$ cat config.mk
export PLATFORM = sky130hd
export DESIGN_NAME = osnq_cell
export DESIGN_NICKNAME = d
export VERILOG_FILES = /design/src/sv/osnq_pkg.sv /design/src/sv/osnq_cell.sv
export SDC_FILE = /design/constraint.sdc
export NUM_CORES = 1
export LEC_CHECK = 0
export ABC_AREA = 1
export BUFFER_PORTS_ARGS = -buffer_cell sky130_fd_sc_hd__buf_2
export CAP_MARGIN = 20
export CORE_UTILIZATION = 46
export DETAILED_ROUTE_END_ITERATION = 6
export PLACE_DENSITY = 0.87
export SYNTH_ARGS = -nofsm -noshare
export SYNTH_HDL_FRONTEND = slang
export SYNTH_SLANG_ARGS = --single-unit
$ cat constraint.sdc
create_clock -name clock -period 5.4 [get_ports clock]
set_clock_uncertainty 0.05 [all_clocks]
set_input_delay 0 -clock clock [delete_from_list [all_inputs] [get_ports clock]]
set_output_delay 0 -clock clock [all_outputs]
set_load 0.02 [all_outputs]
$ cat src/sv/osnq_pkg.sv
package osnq_pkg;

   // Command codes carried in the request.
   localparam logic [1:0] CMD_INSERT = 2'd0;
   localparam logic [1:0] CMD_DELETE = 2'd1;
   localparam logic [1:0] CMD_QUERY  = 2'd2;

   // Status codes returned in the response.
   localparam logic [2:0] ST_OK     = 3'd0;
   localparam logic [2:0] ST_FULL   = 3'd1;
   localparam logic [2:0] ST_DUP    = 3'd2;
   localparam logic [2:0] ST_ABSENT = 3'd3;
   localparam logic [2:0] ST_EMPTY  = 3'd4;

   typedef struct packed {
      logic [1:0]          cmd;
      logic signed [31:0]  key_value;
   } req_type;

   typedef struct packed {
      logic [2:0]          status;
      logic [1:0]          match_count;
      logic signed [31:0]  first_value;
      logic signed [31:0]  second_value;
   } rsp_type;

   // What one cell shows to its neighbors.
   typedef struct packed {
      logic signed [31:0]  value;
      logic                valid;
      logic                lt;
   } link_type;

   // Commit controls broadcast to every cell.
   typedef struct packed {
      logic                insert_en;
      logic                delete_en;
      logic signed [31:0]  key;
   } cell_ctl_type;

endpackage

$ cat src/sv/osnq_cell.sv
module osnq_cell
   import osnq_pkg::*;
(
   input  logic               clock,
   input  logic               reset,
   input  logic               sample,
   input  logic signed [31:0] sample_key,
   input  cell_ctl_type       ctl,
   input  link_type           left,
   input  link_type           right,
   output link_type           self_link,
   output logic               pred_sel,
   output logic               succ_sel
);

   logic signed [31:0] value_ff, value_in;
   logic               valid_ff, valid_in;
   logic               lt_ff, lt_in;

   // Compare on transfer, then shift toward or away from the insertion point on commit.
   always_comb begin
      value_in = value_ff;
      valid_in = valid_ff;
      lt_in    = lt_ff;
      if (sample) begin
         lt_in = valid_ff && (value_ff < sample_key);
      end
      if (ctl.insert_en && !lt_ff) begin
         if (left.lt) begin
            value_in = ctl.key;
            valid_in = 1'b1;
         end else begin
            value_in = left.value;
            valid_in = left.valid;
         end
      end else if (ctl.delete_en && !lt_ff) begin
         value_in = right.value;
         valid_in = right.valid;
      end
   end

   always_ff @(posedge clock) begin
      if (reset) begin
         valid_ff <= 1'b0;
         lt_ff    <= 1'b0;
      end else begin
         valid_ff <= valid_in;
         lt_ff    <= lt_in;
      end
   end

   always_ff @(posedge clock) begin
      value_ff <= value_in;
   end

   // The predecessor is the last cell below the key; the successor is the first one not below.
   assign self_link = '{value: value_ff, valid: valid_ff, lt: lt_ff};
   assign pred_sel  = lt_ff && !right.lt;
   assign succ_sel  = valid_ff && !lt_ff && left.lt;

endmodule

# Word-level counts from Yosys, hierarchy flattened
# Index checks and enable logic that the tools add are counted.
[totals]
ff_bits = 34
in_bits = 137
wordCells = 19
[classes]
magnitude_cmp = 1
n_mux = 6
reduce_logical = 9
[ops]
columns = ["cell", "count"]
rows = [
  ["two-way mux 32 bit", 3],
  ["< comparator 32 bit", 1],
  ["logical AND 1 bit", 6],
  ["two-way mux 1 bit", 3],
  ["logical NOT 1 bit", 2],
  ["nonzero test 2 bit", 1],
]

# Longest topological paths before layout
[logic_depth]
ltp_word = 4
mapped_depth = 15

# Worst setup path before layout
# Ideal clock, no wire load.
[synth_timing]
path_kind = "register to register"
startpoint = "reg lt_ff"
endpoint = "reg valid_ff"
setup_ns = 0.203
t_arrival_ns = 1.994
slack_ns = 3.153
path_stages_with_launch = 3
path_buffers = 0
path_cell_list = "dfxtp_1 nor2_1 a311oi_1"
[synth_between]
elab_chain_cells = 3
elab_cells_between_ends = 5
cone_classes = "mux: 1; reduce/logical: 4"
[synth_lines]
columns = ["element", "line_no", "text"]
rows = [
  ["start: declaration", "osnq_cell.sv:18", "logic lt_ff, lt_in;"],
  ["start signal: assignment", "osnq_cell.sv:48", "lt_ff <= lt_in;"],
  ["logical NOT 1 bit *", "osnq_cell.sv:28, osnq_cell.sv:36", ""],
  ["logical AND 1 bit (on tied branches)", "osnq_cell.sv:28, osnq_cell.sv:36", ""],
  ["two-way mux 1 bit / nonzero test 2 bit (equally long branches)", "--", ""],
  ["end signal: assignment", "osnq_cell.sv:47", "valid_ff <= valid_in;"],
  ["end: declaration", "osnq_cell.sv:17", "logic valid_ff, valid_in;"],
]
# Mark *: on every way between the ends. The rest lies on a longest branch, timed or not.
# A chain may end at the register's enable or synchronous reset.

# Worst setup path after layout
[layout_timing]
startpoint = "reg value_ff[5]"
endpoint = "reg lt_ff"
[layout_between]
elab_chain_cells = 2
[layout_lines]
columns = ["element", "line_no", "text"]
rows = [
  ["start: declaration", "osnq_cell.sv:16", "logic signed [31:0] value_ff, value_in;"],
  ["start signal: assignment", "osnq_cell.sv:53", "value_ff <= value_in;"],
  ["< comparator 32 bit", "osnq_cell.sv:26", "lt_in = valid_ff && (value_ff < sample_key);"],
  ["logical AND 1 bit", "osnq_cell.sv:26", ""],
]
# No other way between the ends.

==> results.py <==
metrics = {
    "synthesis": {
        "synthTopCellsByCount": "nand2_1, nor2_1, inv_1, a31oi_1, edfxtp_1",
        "synth_edf_count": 32,
        "synth_nets": 501,
        "syn_area_sq_um": 2590,
        "synth_seq_area_share_pct": 38.6,
        "synth.top_cell.area_share_pct": 37.0,
        "synth_cell_types": 25,
        "yosys.area.top_type": "edfxtp_1",
        "synth-async-reset-ratio_pct": 0,
        "yosysMostFrequentCell": "nand2_1",
        "synthTopCellsByArea": "edfxtp_1, ha_1, nand2_1",
        "avgSynthCellArea_sq_um": 7.79,
        "synth_ff_type": "edfxtp_1",
        "yosysWarnings": 0,
        "ys_seq_elements": 34,
        "synthCells": 333,
    },
    "drt": {
        "wl_per_cell_um": 12.8,
        "drc": 0,
        "routed_wirelength_mm": 7.33,
        "viasPerCell": 4.92,
        "via_count": 2809,
        "dr.pass1.iters": 5,
        "drtAntennaViolNets": 0,
        "drtIter0Drc": 103,
    },
    "grt": {
        "antenna_found_initial": 0,
        "overflow": 0,
        "grt_pass1_wl_mm": 12.0,
        "grt_max_degree": 36,
        "grt.total_usage_pct": 25.4,
        "grt_pass1_vias": 2834,
    },
    "power_and_ir_drop": {
        "cellPowerDensity_nw_per_um2": 224,
        "p_leak_nw": 1.97,
        "vdd_ir_drop_max_v": 0.000164,
    },
    "sta": {
        "maxSlewViolCount": 0,
        "fin_ws_ps": 3170,
        "rsz0062_at_grt": "no",
        "period_share_pct": 41.2,
        "setup_viol": 0,
        "tns_ps": 0,
        "hold_viol": 0,
        "max_freq_mhz": 449,
        "timing.slew.headroom_pct": 32.1,
        "worst_slew_pin_slew_ps": 1020,
        "period_minus_slack_ps": 2230,
    },
    "floorplanning": {
        "rows": 26,
        "coreArea_sq_um": 5270,
        "die_y_um": 77.1,
        "fp.dieArea_sq_um": 5940,
        "start_util_pct": 49.2,
        "die_x_um": 77.1,
        "pin_count": 173,
    },
    "clocking": {
        "clk_latency_ps": 280,
        "clk_path_buf_depth": 2,
        "cts_sinks": 34,
        "cts-buffers-inserted": 5,
        "tritoncts": "built",
        "post_cts_buffers": 0,
        "clk_pin_slew_ps": 70,
        "htree_levels": 2,
        "root_buffer": "clkbuf_8",
    },
    "status": {
        "status": "completed",
    },
    "critical_path": {
        "crit_start": "value_ff[5]",
        "crit_fanout": 2,
        "regToRegStartpoint": "value_ff[5]",
        "reg2reg_depth": 13,
        "reg2reg_slack_ps": 3170,
        "cp-start-kind": "register",
        "crit_required_ps": 5580,
        "end_kind": "register",
        "r2r-end": "lt_ff",
        "crit_end": "lt_ff",
        "worstSetupPathType": "reg2reg",
        "cp.arrival_ps": 2410,
    },
    "finish": {
        "diodes": 0,
        "syn_to_final_growth_pct": 38.4,
        "layout-drive-gt1-share_pct": 38.7,
        "fin_util_pct": 68.1,
        "final_nets": 668,
    },
    "worst_hold_path": {
        "hp-class": "in2reg",
    },
    "placement": {
        "post-place-ws_ps": 3480,
        "port_buffers": 172,
        "gp_congestion": 0.839,
        "hpwl_mm": 5.74,
    },
    "run": {
        "drv_cap": 0,
    },
}
-- routing by layer --
metal | global-route usage (%) | vias up | wire length, um
li1 | - | 1435 | -
met1 | 28.2 | 1218 | 2950
met2 | 46.4 | 141 | 3770
met3 | 4.64 | 15 | 447
met4 | 11.9 | 0 | 167
met5 | 0 | - | 0
-- cell usage in the layout (no fill, tap or decap), types with 2 or more instances in the layout --
| cell type | synthesis | final |
|---|---|---|
| nand3_2 | 2 | 2 |
| inv_1 | 44 | 44 |
| a21oi_2 | 5 | 5 |
| clkbuf_8 | 0 | 5 |
| buf_2 | 8 | 172 |
| a21oi_1 | 9 | 9 |
| dfxtp_1 | 2 | 2 |
| ha_1 | 31 | 31 |
| o21ai_0 | 2 | 2 |
| a31oi_1 | 32 | 32 |
| nor2_1 | 45 | 43 |
| nand3_1 | 2 | 2 |
| nand2_1 | 97 | 97 |
| edfxtp_1 | 32 | 32 |
| nor2_4 | 0 | 2 |
| o21ai_1 | 4 | 4 |
| nor3_2 | 2 | 2 |
| dlygate4sd3_1 | 0 | 3 |
-- power by group --
part	total [W]	internal, W	switching, W
combinational	0.000275	0.000115	0.000161
sequential	0.000346	0.000328	0.0000178
clock	0.000183	0.0000887	0.0000940
total	0.000804	0.000531	0.000273
-- metrics by stage --
| stage | cells | power, W | hold slack, ps | area, sq um |
|---|---|---|---|---|
| 2_1_floorplan | 333 | 0.000518 | 12.4 | 2590 |
| 6_report | 571 | 0.000804 | 12.0 | 3590 |
| 3_5_place_dp | 560 | 0.000626 | 136 | 3480 |
| 5_1_grt | 571 | 0.000854 | 11.9 | 3590 |
| 4_1_cts | 571 | 0.000810 | 2.45 | 3590 |
| 3_3_place_gp | 560 | 0.000614 | 131 | 3480 |
-- critical path, cell delays in order, from the launching register on --
cell	delay, ps
edfxtp_1	410
ha_1	320
a21oi_2	140
nor2_1	50
nor3_2	110
nand2_1	70
nand2_1	50
nand2_1	60
nand2_2	60
nand2_1	40
nand2_1	60
nand3_2	60
a21oi_2	120
dlygate4sd3_1	550
-- area by class of cell --
type	instances	area [sq um]
multi-input cells	238	1350
clock buffers	6	72.6
inverters	45	169
clock inverters	2	8.76
repair buffers	176	898
well taps	70	87.6
flip-flops and latches	34	1000
fillers	449	1680
-- timing repair --
action	in CTS	in global routing
gates resized for setup	0	0
hold endpoints to repair	2	0
hold buffers	3	0
-- registers in the layout, indices dropped and copies added (netlist names) --
name	count
lt_ff	1
valid_ff	1
value_ff	32
-- kinds of logic after synthesis --
logic type	count (synthesis)	synth area share [%]
AO/OA/AOI/OAI	54	12.9
buffers and inverters	61	9.79
AND/OR/NAND/NOR	153	23.7
adder cells (fa/ha/maj)	31	15.0
flip-flops	34	38.6
-- worst min path at each step --
stage | slack (ps) | startpoint | depth (start not counted) | to
after floorplan | 10 | reset | 1 | lt_ff
after global placement | 130 | reset | 2 | lt_ff
after detailed placement | 140 | reset | 2 | lt_ff
after CTS | 2 | right[10] | 3 | value_ff[8]
after global routing | 10 | right[16] | 3 | value_ff[14]
final | 10 | right[2] | 3 | value_ff[0]
Power figures use the tool's default switching activity.
